===== src/rtl/gft_pkg.sv =====
// gft_pkg: shared types, codes and keyword tables for the grammar file tokenizer.
// Used by grammar_file_tokenizer and its port checker; no dependencies.
`timescale 1ns / 1ps
`default_nettype none

package gft_pkg;

	localparam int unsigned LENGTH_BITS_DEF = 16;
	localparam int unsigned LINE_BITS_DEF   = 24;

	localparam int unsigned KIND_W = 5;
	localparam int unsigned ERR_W  = 2;
	localparam int unsigned CFG_DW = 32;
	localparam int unsigned CFG_AW = 3;
	localparam int unsigned MAXLEN_W = 16;

	localparam logic [MAXLEN_W-1:0] MAXLEN_RESET = 16'd50000;

	// register index, taken from paddr[2]
	localparam logic REG_DROP_LAYOUT   = 1'b0;
	localparam logic REG_MAX_TOKEN_LEN = 1'b1;

	// result queue
	localparam int unsigned RQ_DEPTH = 4;

	typedef enum logic [3:0] {
		MODE_IDLE       = 4'd0,
		MODE_BLANK      = 4'd1,
		MODE_SLASH      = 4'd2,
		MODE_BLOCK      = 4'd3,
		MODE_BLOCK_STAR = 4'd4,
		MODE_LINE       = 4'd5,
		MODE_PERCENT    = 4'd6,
		MODE_WORD       = 4'd7,
		MODE_DOLLAR     = 4'd8,
		MODE_QUOTE      = 4'd9,
		MODE_QUOTE_ESC  = 4'd10
	} lex_mode_t;

	localparam logic [KIND_W-1:0] KIND_SPACE    = 5'd0;
	localparam logic [KIND_W-1:0] KIND_NEWLINE  = 5'd1;
	localparam logic [KIND_W-1:0] KIND_COMMENT  = 5'd2;
	localparam logic [KIND_W-1:0] KIND_NAME     = 5'd3;
	localparam logic [KIND_W-1:0] KIND_NUMBER   = 5'd4;
	localparam logic [KIND_W-1:0] KIND_QUOTED   = 5'd5;
	localparam logic [KIND_W-1:0] KIND_SINGLE   = 5'd6;
	localparam logic [KIND_W-1:0] KIND_MARK     = 5'd7;
	localparam logic [KIND_W-1:0] KIND_LCURL    = 5'd8;
	localparam logic [KIND_W-1:0] KIND_RCURL    = 5'd9;
	localparam logic [KIND_W-1:0] KIND_END      = 5'd20;
	localparam logic [KIND_W-1:0] KIND_DOLLAR   = 5'd21;

	localparam logic [ERR_W-1:0] ERR_NONE         = 2'd0;
	localparam logic [ERR_W-1:0] ERR_TOO_LONG     = 2'd1;
	localparam logic [ERR_W-1:0] ERR_OPEN_COMMENT = 2'd2;
	localparam logic [ERR_W-1:0] ERR_OPEN_QUOTE   = 2'd3;

	localparam logic [7:0] CH_TAB    = 8'h09;
	localparam logic [7:0] CH_NL     = 8'h0A;
	localparam logic [7:0] CH_VT     = 8'h0B;
	localparam logic [7:0] CH_FF     = 8'h0C;
	localparam logic [7:0] CH_CR     = 8'h0D;
	localparam logic [7:0] CH_SP     = 8'h20;
	localparam logic [7:0] CH_DQ     = 8'h22;
	localparam logic [7:0] CH_DOLLAR = 8'h24;
	localparam logic [7:0] CH_PCT    = 8'h25;
	localparam logic [7:0] CH_SQ     = 8'h27;
	localparam logic [7:0] CH_STAR   = 8'h2A;
	localparam logic [7:0] CH_SLASH  = 8'h2F;
	localparam logic [7:0] CH_BSL    = 8'h5C;
	localparam logic [7:0] CH_US     = 8'h5F;
	localparam logic [7:0] CH_LCURL  = 8'h7B;
	localparam logic [7:0] CH_RCURL  = 8'h7D;

	// percent keywords, text without the percent sign, right-justified
	localparam int unsigned KW_COUNT     = 11;
	localparam int unsigned KW_CHARS     = 11;
	localparam int unsigned KW_CAND_W    = 14;
	localparam logic [KW_CAND_W-1:0] KW_CAND_RESET = '1;

	localparam logic [KW_CHARS*8-1:0] KW_TEXT [KW_COUNT] = '{
		"token", "term", "left", "right", "nonassoc", "prec",
		"type", "union", "start", "expect", "pure_parser"
	};
	localparam logic [3:0] KW_LEN [KW_COUNT] = '{
		4'd5, 4'd4, 4'd4, 4'd5, 4'd8, 4'd4, 4'd4, 4'd5, 4'd5, 4'd6, 4'd11
	};
	localparam logic [KIND_W-1:0] KW_KIND [KW_COUNT] = '{
		5'd10, 5'd10, 5'd11, 5'd12, 5'd13, 5'd14, 5'd15, 5'd16, 5'd17, 5'd18, 5'd19
	};

	function automatic logic is_blank(input logic [7:0] b);
		return b inside {CH_SP, CH_TAB, CH_CR, CH_VT, CH_FF};
	endfunction

	function automatic logic is_digit(input logic [7:0] b);
		return b inside {[8'h30:8'h39]};
	endfunction

	function automatic logic is_word(input logic [7:0] b);
		return b inside {[8'h30:8'h39], [8'h41:8'h5A], [8'h61:8'h7A], CH_US};
	endfunction

	// character of keyword i at position p, zero past its end
	function automatic logic [7:0] kw_byte(input int unsigned i, input logic [3:0] p);
		int unsigned n;
		n = 32'(KW_LEN[i]);
		if (32'(p) < n)
			return KW_TEXT[i][(n - 1 - 32'(p)) * 8 +: 8];
		return 8'h00;
	endfunction

	function automatic logic [KIND_W-1:0] word_kind(
		input logic [7:0]           fc,
		input logic [KW_CAND_W-1:0] cand,
		input logic [3:0]           pos
	);
		logic [KIND_W-1:0] k;
		k = KIND_NAME;
		if (fc == CH_PCT) begin
			for (int i = KW_COUNT - 1; i >= 0; i--)
				if (cand[i] && KW_LEN[i] == pos)
					k = KW_KIND[i];
		end else if (is_digit(fc)) begin
			k = KIND_NUMBER;
		end
		return k;
	endfunction

endpackage

`default_nettype wire


===== src/rtl/grammar_file_tokenizer.sv =====
// grammar_file_tokenizer: byte-stream lexer for grammar files with a small result queue.
// Depends on gft_pkg.
`timescale 1ns / 1ps
`default_nettype none

// Usage:
//   Input stream s_*: one word per source byte, s_tdata = in_byte, s_tuser = end_of_input.
//   An end word flushes the open token and returns an end token (kind 20).
//   Output stream m_*: one word per token, m_tlast marks the final token of an input word.
//   Config: APB, reg 0 (addr 0) drop_layout, reg 1 (addr 4) max_token_len. Write while idle.
// Timing:
//   An accepted word is held in the input register until the result queue has room; then the
//   lexer state and the result queue update together, and the queue presents the output word.
//   Sustained rate is one input word per cycle while the queue has room. A byte that closes
//   one token and is itself a one-byte token (and an end word after an open token) yields
//   two output words, which drain through the 4-entry result queue at one per cycle while
//   m_tready is high. s_tready is low while the input register is full and the queue holds
//   3 or more words, so a stalled receiver backs up the input after at most a few words.
// Reset:
//   arst_n clears the lexer to idle, line count to 0, config to its defaults and empties
//   the queue.
module grammar_file_tokenizer
	import gft_pkg::*;
#(
	parameter int unsigned LENGTH_BITS = LENGTH_BITS_DEF,
	parameter int unsigned LINE_BITS   = LINE_BITS_DEF,
	localparam int unsigned FIELD_W = KIND_W + 8 + LENGTH_BITS + LINE_BITS + ERR_W,
	localparam int unsigned TDATA_W = ((FIELD_W + 7) / 8) * 8
) (
	input  wire logic               clk,
	input  wire logic               arst_n,

	input  wire logic               s_tvalid,
	output logic                    s_tready,
	input  wire logic [7:0]         s_tdata,   // in_byte
	input  wire logic               s_tuser,   // end_of_input

	output logic                    m_tvalid,
	input  wire logic               m_tready,
	output logic [TDATA_W-1:0]      m_tdata,   // kind, lead_byte, token_length, start_line, error_code
	output logic                    m_tlast,   // last

	input  wire logic               psel,
	input  wire logic               penable,
	input  wire logic               pwrite,
	input  wire logic [CFG_AW-1:0]  paddr,
	input  wire logic [CFG_DW-1:0]  pwdata,
	output logic [CFG_DW-1:0]       prdata,
	output logic                    pready
);

	localparam int unsigned RQ_AW = $clog2(RQ_DEPTH);
	localparam int unsigned CW    = RQ_AW + 1;
	localparam logic [32:0] LEN_MASK33 = (33'd1 << LENGTH_BITS) - 33'd1;

	typedef struct packed {
		logic                   last;
		logic [ERR_W-1:0]       err;
		logic [LINE_BITS-1:0]   line;
		logic [LENGTH_BITS-1:0] len;
		logic [7:0]             lead;
		logic [KIND_W-1:0]      kind;
	} res_t;

	// config
	logic                drop_q;
	logic [MAXLEN_W-1:0] max_len_q;
	logic                cfg_wr;

	// input register
	logic       v_s1;
	logic [7:0] byte_s1;
	logic       eoi_s1;
	logic       in_acc;
	logic       adv;

	// lexer state
	lex_mode_t              mode_q, mode_d;
	logic [7:0]             qc_q, qc_d;
	logic [LENGTH_BITS-1:0] len_q, len_d, len_a, len_b;
	logic                   tlg_q, tlg_d, tlg_a, tlg_b;
	logic [LINE_BITS-1:0]   line_q, line_d;
	logic [LINE_BITS-1:0]   tl_q, tl_d;
	logic [7:0]             fc_q, fc_d;
	logic [KW_CAND_W-1:0]   kc_q, kc_d;
	logic [3:0]             kp_q, kp_d;
	logic [LENGTH_BITS-1:0] limit;

	// step control
	logic             inc, go_idle, track, dp;
	logic             f1_v, f2_v;
	logic [KIND_W-1:0] f1_kind;
	logic [ERR_W-1:0]  f1_e;
	res_t             f1, f2, slot0, slot1;
	logic             e1, e2;
	logic [1:0]       push_n;

	// result queue
	res_t             rq_mem [RQ_DEPTH];
	logic [RQ_AW-1:0] wr_q, rd_q;
	logic [CW-1:0]    cnt_q;
	logic             pop;
	res_t             head;

	// ---------------- config port ----------------
	assign pready = 1'b1;
	assign cfg_wr = psel && penable && pwrite && pready;

	always_ff @(posedge clk or negedge arst_n) begin
		if (!arst_n) begin
			drop_q    <= 1'b0;
			max_len_q <= MAXLEN_RESET;
		end else if (cfg_wr) begin
			case (paddr[2])
				REG_DROP_LAYOUT:   drop_q    <= pwdata[0];
				REG_MAX_TOKEN_LEN: max_len_q <= pwdata[MAXLEN_W-1:0];
				default: ;
			endcase
		end
	end

	always_comb begin
		case (paddr[2])
			REG_DROP_LAYOUT:   prdata = CFG_DW'(drop_q);
			REG_MAX_TOKEN_LEN: prdata = CFG_DW'(max_len_q);
			default:           prdata = '0;
		endcase
	end

	// ---------------- input register ----------------
	assign adv      = v_s1 && (cnt_q <= CW'(RQ_DEPTH - 2));
	assign s_tready = !v_s1 || adv;
	assign in_acc   = s_tvalid && s_tready;

	always_ff @(posedge clk or negedge arst_n) begin
		if (!arst_n)
			v_s1 <= 1'b0;
		else if (in_acc)
			v_s1 <= 1'b1;
		else if (adv)
			v_s1 <= 1'b0;
	end

	always_ff @(posedge clk) begin
		if (in_acc) begin
			byte_s1 <= s_tdata;
			eoi_s1  <= s_tuser;
		end
	end

	// ---------------- lexer step ----------------
	always_comb begin
		logic [32:0] max33;
		max33 = 33'(max_len_q);
		limit = LENGTH_BITS'((max33 < LEN_MASK33) ? max33 : LEN_MASK33);
		len_b = (limit != '0) ? LENGTH_BITS'(1) : '0;
		tlg_b = (limit == '0);
	end

	always_comb begin
		mode_d  = mode_q;
		qc_d    = qc_q;
		line_d  = line_q;
		tl_d    = tl_q;
		fc_d    = fc_q;
		kc_d    = kc_q;
		kp_d    = kp_q;
		inc     = 1'b0;
		go_idle = 1'b0;
		track   = 1'b0;
		dp      = 1'b0;
		f1_v    = 1'b0;
		f1_kind = KIND_SPACE;
		f1_e    = ERR_NONE;
		f2_v    = 1'b0;
		f2      = '0;

		if (eoi_s1) begin
			f1_v = 1'b1;
			case (mode_q)
				MODE_BLANK:   f1_kind = KIND_SPACE;
				MODE_SLASH:   f1_kind = KIND_SINGLE;
				MODE_BLOCK, MODE_BLOCK_STAR: begin
					f1_kind = KIND_COMMENT;
					f1_e    = ERR_OPEN_COMMENT;
				end
				MODE_LINE:    f1_kind = KIND_COMMENT;
				MODE_PERCENT: f1_kind = KIND_SINGLE;
				MODE_WORD:    f1_kind = word_kind(fc_q, kc_q, kp_q);
				MODE_DOLLAR:  f1_kind = KIND_DOLLAR;
				MODE_QUOTE, MODE_QUOTE_ESC: begin
					f1_kind = KIND_QUOTED;
					f1_e    = ERR_OPEN_QUOTE;
				end
				default:      f1_v = 1'b0;
			endcase
			f2_v      = 1'b1;
			f2.kind   = KIND_END;
			f2.line   = line_q;
			f2.err    = ERR_NONE;
			mode_d    = MODE_IDLE;
		end else begin
			case (mode_q)
				MODE_BLANK: begin
					if (is_blank(byte_s1)) begin
						inc = 1'b1;
					end else begin
						f1_v = 1'b1; f1_kind = KIND_SPACE; go_idle = 1'b1;
					end
				end
				MODE_SLASH: begin
					if (byte_s1 == CH_STAR) begin
						inc = 1'b1; mode_d = MODE_BLOCK;
					end else if (byte_s1 == CH_SLASH) begin
						inc = 1'b1; mode_d = MODE_LINE;
					end else begin
						f1_v = 1'b1; f1_kind = KIND_SINGLE; go_idle = 1'b1;
					end
				end
				MODE_BLOCK: begin
					inc = 1'b1;
					if (byte_s1 == CH_STAR)
						mode_d = MODE_BLOCK_STAR;
				end
				MODE_BLOCK_STAR: begin
					inc = 1'b1;
					if (byte_s1 == CH_SLASH) begin
						f1_v = 1'b1; f1_kind = KIND_COMMENT; mode_d = MODE_IDLE;
					end else if (byte_s1 != CH_STAR) begin
						mode_d = MODE_BLOCK;
					end
				end
				MODE_LINE: begin
					inc = 1'b1;
					if (byte_s1 == CH_NL) begin
						f1_v = 1'b1; f1_kind = KIND_COMMENT; mode_d = MODE_IDLE;
					end
				end
				MODE_PERCENT: begin
					if (byte_s1 == CH_PCT || byte_s1 == CH_LCURL || byte_s1 == CH_RCURL) begin
						inc    = 1'b1;
						f1_v   = 1'b1;
						mode_d = MODE_IDLE;
						f1_kind = (byte_s1 == CH_PCT) ? KIND_MARK :
						          (byte_s1 == CH_LCURL) ? KIND_LCURL : KIND_RCURL;
					end else if (is_word(byte_s1)) begin
						inc = 1'b1; track = 1'b1; mode_d = MODE_WORD;
					end else begin
						f1_v = 1'b1; f1_kind = KIND_SINGLE; go_idle = 1'b1;
					end
				end
				MODE_WORD: begin
					if (is_word(byte_s1)) begin
						inc   = 1'b1;
						track = (fc_q == CH_PCT);
					end else begin
						f1_v = 1'b1; f1_kind = word_kind(fc_q, kc_q, kp_q); go_idle = 1'b1;
					end
				end
				MODE_DOLLAR: begin
					if (byte_s1 == CH_DOLLAR) begin
						f1_v = 1'b1; f1_kind = KIND_DOLLAR; go_idle = 1'b1; dp = 1'b1;
					end else if (is_word(byte_s1) && !is_digit(byte_s1)) begin
						inc = 1'b1; mode_d = MODE_WORD;
					end else begin
						f1_v = 1'b1; f1_kind = KIND_DOLLAR; go_idle = 1'b1;
					end
				end
				MODE_QUOTE: begin
					inc = 1'b1;
					if (byte_s1 == qc_q) begin
						f1_v = 1'b1; f1_kind = KIND_QUOTED; mode_d = MODE_IDLE;
					end else if (byte_s1 == CH_NL) begin
						f1_v = 1'b1; f1_kind = KIND_QUOTED; f1_e = ERR_OPEN_QUOTE;
						mode_d = MODE_IDLE;
					end else if (byte_s1 == CH_BSL) begin
						mode_d = MODE_QUOTE_ESC;
					end
				end
				MODE_QUOTE_ESC: begin
					inc = 1'b1; mode_d = MODE_QUOTE;
				end
				default: go_idle = 1'b1;
			endcase
			if (byte_s1 == CH_NL)
				line_d = line_q + LINE_BITS'(1);
		end

		// length of the open token
		len_a = len_q;
		tlg_a = tlg_q;
		if (inc) begin
			if (len_q < limit)
				len_a = len_q + LENGTH_BITS'(1);
			else
				tlg_a = 1'b1;
		end
		len_d = len_a;
		tlg_d = tlg_a;

		f1.kind = f1_kind;
		f1.lead = fc_q;
		f1.len  = len_a;
		f1.line = tl_q;
		f1.err  = (f1_e == ERR_NONE && tlg_a) ? ERR_TOO_LONG : f1_e;
		f1.last = 1'b0;

		if (track) begin
			for (int i = 0; i < KW_COUNT; i++)
				if (kp_q >= KW_LEN[i] || kw_byte(i, kp_q) != byte_s1)
					kc_d[i] = 1'b0;
			kp_d = (kp_q == 4'hF) ? kp_q : kp_q + 4'd1;
		end

		// start of a new token
		if (go_idle) begin
			fc_d    = byte_s1;
			tl_d    = line_q;
			len_d   = len_b;
			tlg_d   = tlg_b;
			kc_d    = KW_CAND_RESET;
			kp_d    = '0;
			mode_d  = MODE_IDLE;
			f2.lead = byte_s1;
			f2.len  = len_b;
			f2.line = line_q;
			f2.err  = tlg_b ? ERR_TOO_LONG : ERR_NONE;
			if (is_blank(byte_s1)) begin
				mode_d = MODE_BLANK;
			end else if (byte_s1 == CH_NL) begin
				f2_v = 1'b1; f2.kind = KIND_NEWLINE;
			end else if (byte_s1 == CH_SLASH) begin
				mode_d = MODE_SLASH;
			end else if (byte_s1 == CH_PCT) begin
				mode_d = MODE_PERCENT;
			end else if (byte_s1 == CH_DOLLAR) begin
				if (dp) begin
					f2_v = 1'b1; f2.kind = KIND_DOLLAR;
				end else begin
					mode_d = MODE_DOLLAR;
				end
			end else if (is_word(byte_s1)) begin
				mode_d = MODE_WORD;
			end else if (byte_s1 == CH_SQ || byte_s1 == CH_DQ) begin
				qc_d   = byte_s1;
				mode_d = MODE_QUOTE;
			end else begin
				f2_v = 1'b1; f2.kind = KIND_SINGLE;
			end
		end
		f2.last = 1'b1;
	end

	// layout filter and packing into queue slots
	always_comb begin
		e1 = f1_v && !(drop_q && f1.kind <= KIND_COMMENT && f1.err == ERR_NONE);
		e2 = f2_v && !(drop_q && f2.kind <= KIND_COMMENT && f2.err == ERR_NONE);
		push_n = adv ? (2'(e1) + 2'(e2)) : 2'd0;
		slot0  = e1 ? f1 : f2;
		slot0.last = !(e1 && e2);
		slot1  = f2;
	end

	always_ff @(posedge clk or negedge arst_n) begin
		if (!arst_n) begin
			mode_q <= MODE_IDLE;
			qc_q   <= '0;
			len_q  <= '0;
			tlg_q  <= 1'b0;
			line_q <= '0;
			tl_q   <= '0;
			fc_q   <= '0;
			kc_q   <= KW_CAND_RESET;
			kp_q   <= '0;
		end else if (adv) begin
			mode_q <= mode_d;
			qc_q   <= qc_d;
			len_q  <= len_d;
			tlg_q  <= tlg_d;
			line_q <= line_d;
			tl_q   <= tl_d;
			fc_q   <= fc_d;
			kc_q   <= kc_d;
			kp_q   <= kp_d;
		end
	end

	// ---------------- result queue ----------------
	assign pop  = m_tvalid && m_tready;
	assign head = rq_mem[rd_q];

	always_ff @(posedge clk or negedge arst_n) begin
		if (!arst_n) begin
			wr_q  <= '0;
			rd_q  <= '0;
			cnt_q <= '0;
		end else begin
			wr_q  <= wr_q + RQ_AW'(push_n);
			rd_q  <= rd_q + RQ_AW'(pop);
			cnt_q <= cnt_q + CW'(push_n) - CW'(pop);
		end
	end

	always_ff @(posedge clk) begin
		if (push_n != 2'd0)
			rq_mem[wr_q] <= slot0;
		if (push_n == 2'd2)
			rq_mem[wr_q + RQ_AW'(1)] <= slot1;
	end

	assign m_tvalid = (cnt_q != '0);
	assign m_tdata  = TDATA_W'({head.err, head.line, head.len, head.lead, head.kind});
	assign m_tlast  = head.last;

endmodule

`default_nettype wire


===== config.mk =====
export PLATFORM = sky130hd
export DESIGN_NAME = grammar_file_tokenizer
export DESIGN_NICKNAME = d
export VERILOG_FILES = /design/src/rtl/gft_pkg.sv /design/src/rtl/grammar_file_tokenizer.sv
export SDC_FILE = /design/constraint.sdc
export NUM_CORES = 1
export LEC_CHECK = 0
export BUFFER_PORTS_ARGS = -buffer_cell sky130_fd_sc_hd__buf_4
export CAP_MARGIN = 5
export CORE_ASPECT_RATIO = 1.4
export CORE_MARGIN = 10
export CORE_UTILIZATION = 45
export DETAILED_ROUTE_END_ITERATION = 6
export PLACE_DENSITY = 0.58
export SLEW_MARGIN = 40
export SYNTH_ARGS = -nofsm -noshare
export SYNTH_HDL_FRONTEND = slang
export SYNTH_SLANG_ARGS = --single-unit

===== constraint.sdc =====
create_clock -name clk -period 15.8 [get_ports clk]
set_input_delay 1.58 -clock clk [delete_from_list [all_inputs] [get_ports clk]]
set_output_delay 1.58 -clock clk [all_outputs]
set_load 0.005 [all_outputs]

==> flow_summary.yaml, run 1 <==
synthesis:
  synth.lib_cells_used.distinct: 84
  synth_edf_count: 161
  ys_top_cells_by_area: "sky130_fd_sc_hd__edfxtp_1 25%, sky130_fd_sc_hd__dfrtp_1 14%, sky130_fd_sc_hd__dfxtp_1 7.4%"
  synthesis.yosys.warnings: 0
  postSynthCellCount: 1821
  yosysTopAreaCell: "sky130_fd_sc_hd__edfxtp_1"
  yosysSeqAreaShare_pct: 48.5
  synth_top_flop_cell: "sky130_fd_sc_hd__edfxtp_1"
  mapped_avg_cell_area_sq_um: 10.7
  synthesis_stage_register_bit_count: 358
  synthesis.area_sq_um: 19400
  synth.top_cell.area_share_pct: 24.9
  synth_async_sr_flop_share_pct: 34.9
job:
  cap_violations: 0
setup_path:
  worst-path-max-fanout: 38
  crit_required_ns: 15.97
  crit_path_cell_trace: "clkinv_1 -> ha_1 -> nand3b_1 -> nor2_1 -> a311oi_1 -> o31ai_1 -> a21oi_1 -> or4bb_1 -> o41ai_4 -> inv_1 -> ha_1 -> o21ai_1 -> nor3_1 -> nor2_4 -> clkinv_1 -> buf_4"
  startpoint_type: "flop"
  timing_worst_setup_path_type: "reg2reg"
  crit_path_top_delay_cell: "sky130_fd_sc_hd__dfrtp_1"
  critical_path_endpoint_category: "flop"
  slowest_delay_ns: 0.78
  critPathArrivalTime_ns: 6.79
sta:
  max_freq_mhz: 151
  final-hold-violation-count: 0
  layout_worst_path_cycle_share_pct: 41.8
  headroom_to_the_max_slew_limit_pct: 40.2
  rsz_0062_raised_after_global_routing: "false"
  final.setup_skew_ns: 0.0166
  slew_viol_final: 0
  worst-slew-pin-transition_ns: 0.897
  min_period_ns: 6.61
  final_setup_margin_ns: 9.19
  fin_tns_setup_ns: 0
  setup_violations: 0
final_layout:
  num_antenna_cells: 0
  area.growth.synth_to_final_pct: 12.2
  design.final.nets: 1940
  drive_above_1_share_pct: 18.2
  final_cell_area_sq_um: 21800
  instances_no_fill: 2434
  multi_input_area_sq_um: 9100
  fillerInstances: 3854
  ff_latch_area_sq_um: 9430
floorplan:
  floorplan.die_area_sq_um: 52000
  core_area_sq_um: 42900
  initial_utilization_pct: 45.3
  die_height_um: 266
  chipWidth_um: 196
  fp-row-count: 90
  ioPinCount: 143
cts:
  clock_tree.htree_level_count: 2
  ctsLongestPathBuffers: 3
  cts_root_buf: "sky130_fd_sc_hd__clkbuf_16"
  cts_buffers: 38
  tritoncts: "built"
  cts_hold_repair.buffers: 0
  cts_sinks: 358
  cts_post_setup_buffers_inserted: 0
  insertion_delay_ns: 0.55
  cts-resized-gates: 0
  clk_pin_slew_worst_setup_hold_paths_ns: 0.06
detailed_routing:
  drt_wl_total_mm: 55.1
  route.detailed.drc: 0
  viasPerCell: 6.13
  routed_wire_length_per_instance_um: 22.6
  drt_iter0_drc: 1038
  drt_pass1_iterations: 5
  route.vias.total: 14900
  antenna_violating_nets_post_route: 0
global_route:
  gr-usage-met2_pct: 37.3
  grt_remaining_overflow: 0
  grt_antenna_before_repair: 0
  grt_util_met1_pct: 24.4
  routing_usage_on_met3_pct: 2.88
  wire_length_of_the_first_global_routing_pass_mm: 86.5
  grt_max_degree: 101
  first_global_vias: 15000
  grt.total_usage_pct: 20.6
  globalRoute.busiestLayer: "met2"
placement:
  hpwlAfterDp_mm: 35.3
  placed_area_sq_um: 20500
  finalWeightedCongestion: 0.904
  dp_worst_setup_slack_ns: 9.24
  dp.cells: 2362
  place.port_buffers: 106
run_status:
  status: "finished, final reports clean"
power:
  static-leakage-power_nw: 8.24
  total_power_mw: 3.33
  worst_ir_drop_vdd_mv: 0.104
  powerDensity_nw_per_um2: 153
hold_path:
  hold_class: "reg2reg"
==> kinds of logic (layout without fill, tap and decap cells) <==
| group | after synthesis | count (layout) | share of synthesized area (%) |
|---|---|---|---|
| AOI/OAI and AO/OA | 456 | 456 | 17.1 |
| xor gates and xnor gates | 72 | 72 | 3.25 |
| adders and majority gates | 37 | 37 | 2.42 |
| buffers and inverters | 213 | 258 | 5.39 |
| DFF | 358 | 358 | 48.5 |
| muxes | 93 | 93 | 8.58 |
| other | 2 | 18 | 0.0387 |
| and+or+nand+nor | 590 | 590 | 14.7 |
==> metal layers <==
layer / wire length [um] / vias up
li1: - / 6865
met1: 21900 / 7455
met2: 28700 / 517
met3: 3160 / 85
met4: 1300 / 0
met5: 0 / -
==> layout make-up <==
cell class,instances,area share [%]
inverters,47,0.809
clock buffers,54,5.03
flip-flops and latches,358,43.2
clock inverters,16,0.666
multi-input cells,1266,41.7
well taps,552,3.17
repair buffers,141,5.37
==> worst max-delay path, delay by kind of cell (launching register included) <==
kind,cells,cell delay [ns]
compound gates,5,1.54
fa+ha+maj,2,0.92
buf+inv,4,1.28
flops,1,0.78
simple gates,5,1.70
==> flip-flops by register name (all words and copies together) (netlist names), 2 cells and up <==
name,flops
qc_q,8
line_q,24
rd_q,2
fc_q,8
kp_q,4
len_q,16
cnt_q,3
max_len_q,16
wr_q,2
byte_s1,8
mode_q,4
rq_mem,224
tl_q,24
kc_q,11
==> worst paths after layout <==
kind	cells past startpoint	startpoint	to	slack, ns
min in group asynchronous	1	arst_n	max_len_q[10]	0.96
setup / recovery	16	kp_q[1]	rq_mem[0][8]	9.19
setup reg to reg	16	kp_q[1]	rq_mem[0][8]	9.19
hold reg to reg	2	rq_mem[0][27]	rq_mem[0][27]	0.45
max in group asynchronous	3	arst_n	tl_q[22]	13.09
hold / removal	2	rq_mem[0][27]	rq_mem[0][27]	0.45
==> through the flow <==
stage / utilization, % / hold slack, ns
final: 50.8 / 0.446
after global routing: 50.8 / 0.467
after CTS: 50.7 / 0.448
after detailed placement: 47.8 / 0.440
after global placement: 47.3 / 0.428
after floorplan: - / 0.420
==> report_power, final <==
part           switching [mW]  total, mW  internal, mW
Combinational           0.727       1.19         0.459
Clock                   0.390      0.883         0.493
Sequential              0.115       1.26          1.14
==> cells in the mapped netlist (all sizes together) (15+ instances only) <==
cell,instances
a21oi,55
a32o,129
and2,37
buf,68
clkbuf,98
dfrtp,108
dfstp,17
dfxtp,72
edfxtp,161
ha,36
inv,46
mux2,28
mux4,56
nand2,252
nand2b,24
nand3,28
nand4,17
nor2,97
nor3,37
nor4,20
o21ai,140
o22ai,27
or3,15
xnor2,35
xor2,37
==> layout by cell type, fill, tap and decap left out, types with 9 or more instances in the layout <==
cell type                     n
sky130_fd_sc_hd__o21ai_0    117
sky130_fd_sc_hd__nand2_1    252
sky130_fd_sc_hd__a31oi_1     11
sky130_fd_sc_hd__dfxtp_1     72
sky130_fd_sc_hd__nand2b_1    24
sky130_fd_sc_hd__nor3_1      35
sky130_fd_sc_hd__or3_1       15
sky130_fd_sc_hd__ha_1        36
sky130_fd_sc_hd__nor4_1      17
sky130_fd_sc_hd__or2_2       10
sky130_fd_sc_hd__buf_4      130
sky130_fd_sc_hd__xor2_1      37
sky130_fd_sc_hd__mux2_2      28
sky130_fd_sc_hd__o22ai_1     26
sky130_fd_sc_hd__nor2b_1     11
sky130_fd_sc_hd__o21ai_1     22
sky130_fd_sc_hd__clkbuf_16   39
sky130_fd_sc_hd__xnor2_1     35
sky130_fd_sc_hd__edfxtp_1   161
sky130_fd_sc_hd__nand3_1     28
sky130_fd_sc_hd__mux4_2      56
sky130_fd_sc_hd__dfrtp_1    106
sky130_fd_sc_hd__nand4_1     17
sky130_fd_sc_hd__a21oi_1     55
sky130_fd_sc_hd__dfstp_2     17
sky130_fd_sc_hd__mux2i_1      9
sky130_fd_sc_hd__and3_1      10
sky130_fd_sc_hd__a32o_1     129
sky130_fd_sc_hd__conb_1      18
sky130_fd_sc_hd__nor2_1      88
sky130_fd_sc_hd__and2_1      36
sky130_fd_sc_hd__inv_1       42
(Power assumes the default switching activity.)
==> inputs of run 2 (changes only) <==
Settings changed: ABC_AREA from default to 1.
Clock period 15.8 ns to 6.5 ns, I/O delays scaled along.
==> run 2 against run 1 <==
Effect of this change:
- global-route usage grew 2.2 points
- utilization up 0.30 points
- setup slack worse by 8.1 ns
- synthesized cell count increased by 53%
- register-to-register slack worse by 8.1 ns
- wire length is 19% higher
- highest routed layer unchanged
==> flow_summary.yaml, run 2 <==
synthesis:
  synthesis_stage_register_bit_count: 358
  postSynthCellCount: 2779
  synth.top_cell.area_share_pct: 22.9
  mapped_avg_cell_area_sq_um: 7.59
  synth.lib_cells_used.distinct: 62
  synthesis.yosys.warnings: 0
  yosys.cell_count.top_type: "sky130_fd_sc_hd__nand2_1"
  synth_top_flop_cell: "sky130_fd_sc_hd__edfxtp_1"
  synth_edf_count: 161
  synth_async_sr_flop_share_pct: 34.9
  ys_top_cells_by_area: "sky130_fd_sc_hd__edfxtp_1 23%, sky130_fd_sc_hd__nand2_1 15%, sky130_fd_sc_hd__dfrtp_1 13%"
  yosysTopAreaCell: "sky130_fd_sc_hd__edfxtp_1"
  synthesis.area_sq_um: 21100
  yosysSeqAreaShare_pct: 44.7
  synth.top_cells.by_count: "826 x sky130_fd_sc_hd__nand2_1, 249 x sky130_fd_sc_hd__nor2_1, 247 x sky130_fd_sc_hd__nand3_1, 245 x sky130_fd_sc_hd__inv_1, 241 x sky130_fd_sc_hd__o21ai_0"
sta:
  final-hold-violation-count: 0
  final_setup_margin_ns: 1.09
  min_period_ns: 5.41
  final.setup_skew_ns: 0.0188
  max_freq_mhz: 185
  layout_worst_path_cycle_share_pct: 83.2
  fin_tns_setup_ns: 0
  setup_violations: 0
  headroom_to_the_max_slew_limit_pct: 43.5
  worst-slew-pin-transition_ns: 0.848
  rsz_0062_raised_after_global_routing: "false"
  slew_viol_final: 0
final_layout:
  area.growth.synth_to_final_pct: 11.9
  registers.top_by_ff_count: "rq_mem"
  num_antenna_cells: 0
  design.final.nets: 2923
  layout.cells.most_common_list: "825 x sky130_fd_sc_hd__nand2_1, 248 x sky130_fd_sc_hd__nor2_1, 247 x sky130_fd_sc_hd__nand3_1, 241 x sky130_fd_sc_hd__o21ai_0, 240 x sky130_fd_sc_hd__inv_1"
  reg_top3: "rq_mem x224, line_q x24, tl_q x24"
  number_of_flip_flops_under_the_largest_register_name: 224
  mostFrequentLayoutCell: "sky130_fd_sc_hd__nand2_1"
  drive_above_1_share_pct: 10.6
  fillerInstances: 4544
placement:
  finalWeightedCongestion: 0.929
  place.port_buffers: 106
  hpwlAfterDp_mm: 43.2
  dp_worst_setup_slack_ns: 1.12
floorplan:
  initial_utilization_pct: 45.7
  chipWidth_um: 203
  die_height_um: 276
  ioPinCount: 143
  floorplan.die_area_sq_um: 56100
  fp-row-count: 93
  core_area_sq_um: 46200
global_route:
  grt_remaining_overflow: 0
  grt_max_degree: 79
  first_global_vias: 19000
  grt_antenna_before_repair: 0
  wire_length_of_the_first_global_routing_pass_mm: 104
  grt.total_usage_pct: 22.8
job:
  cap_violations: 0
cts:
  cts_sinks: 358
  clock_tree.htree_level_count: 2
  cts_root_buf: "sky130_fd_sc_hd__clkbuf_16"
  cts_buffers: 38
  cts-resized-gates: 0
  clk_pin_slew_worst_setup_hold_paths_ns: 0.06
  tritoncts: "built"
  ctsLongestPathBuffers: 3
  cts_post_setup_buffers_inserted: 0
  cts_hold_repair.buffers: 0
  insertion_delay_ns: 0.55
power:
  static-leakage-power_nw: 11.1
  powerDensity_nw_per_um2: 515
  total_power_mw: 12.2
  worst_ir_drop_vdd_mv: 0.453
setup_path:
  timing_worst_setup_path_type: "reg2reg"
  crit_required_ns: 6.71
  worst-path-max-fanout: 39
  reg2reg_setup_slack_ns: 1.09
  rr_endpoint: "rq_mem[2][11]"
  critical_path.reg2reg.startpoint: "byte_s1[5]"
  startpoint_type: "flop"
  critical_path_endpoint_category: "flop"
  worst-r2r-cell-count: 27
  critPathArrivalTime_ns: 5.62
run_status:
  status: "finished, final reports clean"
detailed_routing:
  route.detailed.drc: 0
  antenna_violating_nets_post_route: 0
  drt_wl_total_mm: 65.5
  route.vias.total: 19000
  routed_wire_length_per_instance_um: 18.8
  drt_iter0_drc: 1304
  viasPerCell: 5.46
  drt_pass1_iterations: 5
hold_path:
  hold_class: "in2async"
run 2: cell count changes in the layout (fill, tap and decap cells not counted), moves of 56 or more:
cell,before,now
sky130_fd_sc_hd__inv_1,42,240
sky130_fd_sc_hd__nand3_1,28,247
sky130_fd_sc_hd__nor2_1,88,248
sky130_fd_sc_hd__nand2_1,252,825
sky130_fd_sc_hd__a32o_1,129,0
sky130_fd_sc_hd__mux4_2,56,0
sky130_fd_sc_hd__o21ai_0,117,241
run 2: critical path: stages (launching register included):
cell,delay [ns]
sky130_fd_sc_hd__edfxtp_1,0.79
sky130_fd_sc_hd__inv_2,0.20
sky130_fd_sc_hd__nor2_1,0.18
sky130_fd_sc_hd__nand2_1,0.13
sky130_fd_sc_hd__nor3_2,0.36
sky130_fd_sc_hd__nand2_1,0.16
sky130_fd_sc_hd__nand2_1,0.13
sky130_fd_sc_hd__o21ai_2,0.07
sky130_fd_sc_hd__nand3_2,0.17
sky130_fd_sc_hd__nor2_2,0.10
sky130_fd_sc_hd__nand2_1,0.13
sky130_fd_sc_hd__inv_1,0.06
sky130_fd_sc_hd__nand3_1,0.06
sky130_fd_sc_hd__nand2_1,0.14
sky130_fd_sc_hd__nor3_1,0.17
sky130_fd_sc_hd__o21ai_0,0.15
sky130_fd_sc_hd__ha_1,0.35
sky130_fd_sc_hd__inv_1,0.07
sky130_fd_sc_hd__nor2_1,0.38
sky130_fd_sc_hd__nor2_2,0.15
sky130_fd_sc_hd__nor3_4,0.19
sky130_fd_sc_hd__inv_2,0.15
sky130_fd_sc_hd__nor2_1,0.15
sky130_fd_sc_hd__nand2_1,0.10
sky130_fd_sc_hd__inv_2,0.08
sky130_fd_sc_hd__nor2_1,0.05
sky130_fd_sc_hd__clkinv_1,0.08
sky130_fd_sc_hd__buf_12,0.28
run 2: cell type report:
class                      count  area, sq um  share of cell area (%)
sequential                   358         9430                    39.9
timing repair buffer         153         1220                    5.19
multi-input combinational   2017         9930                    42.1
clock inverter                13          163                   0.689
inverter                     267         1000                    4.25
clock buffer                  57         1090                    4.60
tap                          617          772                    3.27
run 2: worst max-delay path by stage:
| stage | start | to | cells after the start |
|---|---|---|---|
| 6_report | byte_s1[5] | rq_mem[2][11] | 27 |
| 3_3_place_gp | byte_s1[2] | rq_mem[0][33] | 26 |
| 3_5_place_dp | byte_s1[5] | rq_mem[2][33] | 27 |
| 5_1_grt | byte_s1[5] | rq_mem[2][4] | 27 |
| 4_1_cts | byte_s1[2] | rq_mem[2][36] | 26 |
| 2_1_floorplan | kp_q[0] | rq_mem[0][0] | 34 |
run 2: routing by layer:
layer	global-route usage (%)	vias up	routed length, um
met2	41.2	535	33500
met3	2.29	119	3060
li1	-	9234	-
met4	7.76	0	1760
met5	0	-	0
met1	27.5	9126	27200
run 2: where the power goes:
part           internal [mW]  total (mW)  switching, mW  leakage, nW
clock                   1.28        2.20          0.920        0.600
sequential              3.10        3.47          0.367         3.69
combinational           1.97        6.49           4.51         6.79
total                   6.35        12.2           5.80         11.1
run 2: stage by stage:
| step | utilization (%) | instance area (sq um) | std cells | hold WS (ns) |
|---|---|---|---|---|
| 2_1_floorplan | - | 21200 | 2795 | 0.354 |
| 3_3_place_gp | 48.3 | 22300 | 3411 | 0.432 |
| 3_5_place_dp | 48.4 | 22400 | 3412 | 0.435 |
| 4_1_cts | 51.1 | 23600 | 3482 | 0.108 |
| 5_1_grt | 51.1 | 23600 | 3482 | 0.127 |
| 6_report | 51.1 | 23600 | 3482 | 0.0936 |
run 2: kinds of logic (layout without fill, tap and decap cells):
kind of cell	after synthesis	in the layout	synth area share [%]
AND/OR/NAND/NOR	1448	1448	30.0
AO/OA/AOI/OAI	436	436	11.2
buffers and inverters	420	490	8.56
flip-flops	358	358	44.7
XOR/XNOR	77	77	3.20
adder cells (fa/ha/maj)	37	37	2.23
other	2	18	0.0356
multiplexers	1	1	0.0475
==> inputs of run 3 (changes only) <==
Clock period 6.5 ns to 5.55 ns, I/O delays scaled along.
==> run 3 against run 2 <==
Effect of this change:
- sequential share of layout area shrank 0.33 points
- critical path type unchanged
- via count grew 0.28%
- largest cell class unchanged
- sequential cell count unchanged
- cell area up 0.84%
- setup slack worse by 0.68 ns
- worst hold slack worse by 0.053 ns
==> flow_summary.yaml, run 3 (synthesized netlist as in run 2, its figures left out) <==
floorplan:
  fp-row-count: 93
  core_area_sq_um: 46200
  die_height_um: 276
  initial_utilization_pct: 45.7
  chipWidth_um: 203
  floorplan.die_area_sq_um: 56100
  ioPinCount: 143
sta:
  max_freq_mhz: 195
  fin_tns_setup_ns: 0
  slew_viol_final: 0
  worst-slew-pin-transition_ns: 0.821
  setup_violations: 0
  rsz_0062_raised_after_global_routing: "false"
  headroom_to_the_max_slew_limit_pct: 45.3
  final-hold-violation-count: 0
  layout_worst_path_cycle_share_pct: 92.6
  min_period_ns: 5.14
  final.setup_skew_ns: 0.0266
setup_path:
  cpMostUsedCell: "sky130_fd_sc_hd__nand2_1"
  crit_required_ns: 5.76
  startpoint: "byte_s1[6]"
  critical_path_endpoint_category: "flop"
  reg2reg_setup_slack_ns: 0.41
  slowest_delay_ns: 0.72
  startpoint_type: "flop"
  critical_path.reg2reg.startpoint: "byte_s1[6]"
  timing_worst_setup_path_type: "reg2reg"
  critPathArrivalTime_ns: 5.35
  rr_endpoint: "rq_mem[2][12]"
  crit_path_top_delay_cell: "sky130_fd_sc_hd__edfxtp_1"
  critPathCapture: "rq_mem[2][12]"
  worst-r2r-cell-count: 28
  worst-path-max-fanout: 39
cts:
  ctsLongestPathBuffers: 3
  cts_sinks: 358
  clk_pin_slew_worst_setup_hold_paths_ns: 0.06
  cts_buffers: 39
  cts_root_buf: "sky130_fd_sc_hd__clkbuf_16"
  clock_tree.htree_level_count: 2
  cts-resized-gates: 0
  tritoncts: "built"
  insertion_delay_ns: 0.56
placement:
  finalWeightedCongestion: 0.884
  place.port_buffers: 106
  dp.cells: 3418
  hpwlAfterDp_mm: 44.0
final_layout:
  registers.top_by_ff_count: "rq_mem"
  design.final.nets: 2941
  layout.cells.most_common_list: "825 x sky130_fd_sc_hd__nand2_1, 248 x sky130_fd_sc_hd__nor2_1, 247 x sky130_fd_sc_hd__nand3_1, 241 x sky130_fd_sc_hd__o21ai_0, 240 x sky130_fd_sc_hd__inv_1"
  drive_above_1_share_pct: 11.3
  instances_no_fill: 3500
  reg_top3: "rq_mem x224, line_q x24, tl_q x24"
  number_of_flip_flops_under_the_largest_register_name: 224
  num_antenna_cells: 0
  area.growth.synth_to_final_pct: 12.9
  mostFrequentLayoutCell: "sky130_fd_sc_hd__nand2_1"
  fillerInstances: 4512
global_route:
  first_global_vias: 18900
  grt.total_usage_pct: 22.5
  wire_length_of_the_first_global_routing_pass_mm: 102
  grt_remaining_overflow: 0
  grt_antenna_before_repair: 0
  grt_max_degree: 80
power:
  powerDensity_nw_per_um2: 603
  total_power_mw: 14.4
  static-leakage-power_nw: 11.2
  worst_ir_drop_vdd_mv: 0.387
detailed_routing:
  antenna_violating_nets_post_route: 0
  viasPerCell: 5.45
  route.vias.total: 19100
  route.detailed.drc: 0
  drt_wl_total_mm: 64.8
  drt_pass1_iterations: 5
  drt_iter0_drc: 1233
  routed_wire_length_per_instance_um: 18.5
job:
  cap_violations: 0
hold_path:
  hold_class: "in2async"
run_status:
  status: "finished, final reports clean"
==> run 3: changes by cell type in the layout (fill, tap and decap cells not counted), moves of 2 or more <==
cell	delta
sky130_fd_sc_hd__bufinv_16	+2
sky130_fd_sc_hd__buf_4	+20
sky130_fd_sc_hd__buf_6	-5
sky130_fd_sc_hd__clkbuf_1	-8
sky130_fd_sc_hd__clkinv_1	+5
sky130_fd_sc_hd__clkinv_2	+2
==> run 3: worst min path at each step <==
stage | from | endpoint | slack [ns] | depth (start not counted)
floorplan | arst_n | cnt_q[0] | 0.26 | 0
global placement | rq_mem[1][14] | rq_mem[1][14] | 0.43 | 2
detailed placement | rq_mem[2][16] | rq_mem[2][16] | 0.43 | 2
CTS | arst_n | kp_q[0] | 0.07 | 1
global route | arst_n | kp_q[0] | 0.09 | 1
finish | arst_n | kp_q[1] | 0.04 | 1
==> run 3: worst max-delay path, delay by kind of cell, from the launching register on <==
family                     cells  cell delay (ns)
AOI/OAI and AO/OA              3             0.49
DFF                            1             0.72
adders and majority gates      1             0.19
buffers and inverters          7             0.91
and+or+nand+nor               17             2.46
==> run 3: final cells by class <==
type                       instances  area (sq um)  area share (%)
multi-input combinational       2017          9940            41.8
sequential                       358          9430            39.6
timing repair buffer             170          1350            5.68
clock buffer                      47          1050            4.40
inverter                         267          1000            4.22
tap                              617           772            3.24
clock inverter                    24           264            1.11
==> run 3: layer usage <==
layer | up-vias | share of wire [%] | global-route usage, %
li1 | 9259 | - | -
met4 | 0 | 3.5 | 8.91
met3 | 157 | 4.7 | 2.47
met1 | 9098 | 41 | 26.8
met5 | - | 0 | 0
met2 | 554 | 51 | 40.2
==> run 3: through the flow <==
step	area, sq um	util [%]	setup slack (ns)	hold slack (ns)
after floorplan	21200	-	0.513	0.259
after global placement	22400	48.5	0.381	0.431
after detailed placement	22400	48.5	0.320	0.434
after CTS	23700	51.3	0.296	0.0742
after global routing	23800	51.5	0.0109	0.0852
final	23800	51.5	0.412	0.0408
==> run 3: repair_timing <==
item,in CTS,in global routing
hold buffers,0,0
setup buffers,0,11
setup endpoints to repair,0,171
==> run 3: where the power goes <==
group | total (mW) | switching, mW | internal [mW] | leakage, nW
Sequential | 4.05 | 0.420 | 3.63 | 3.69
Clock | 2.67 | 1.09 | 1.58 | 0.628
Combinational | 7.64 | 5.30 | 2.34 | 6.87
Total | 14.4 | 6.81 | 7.55 | 11.2
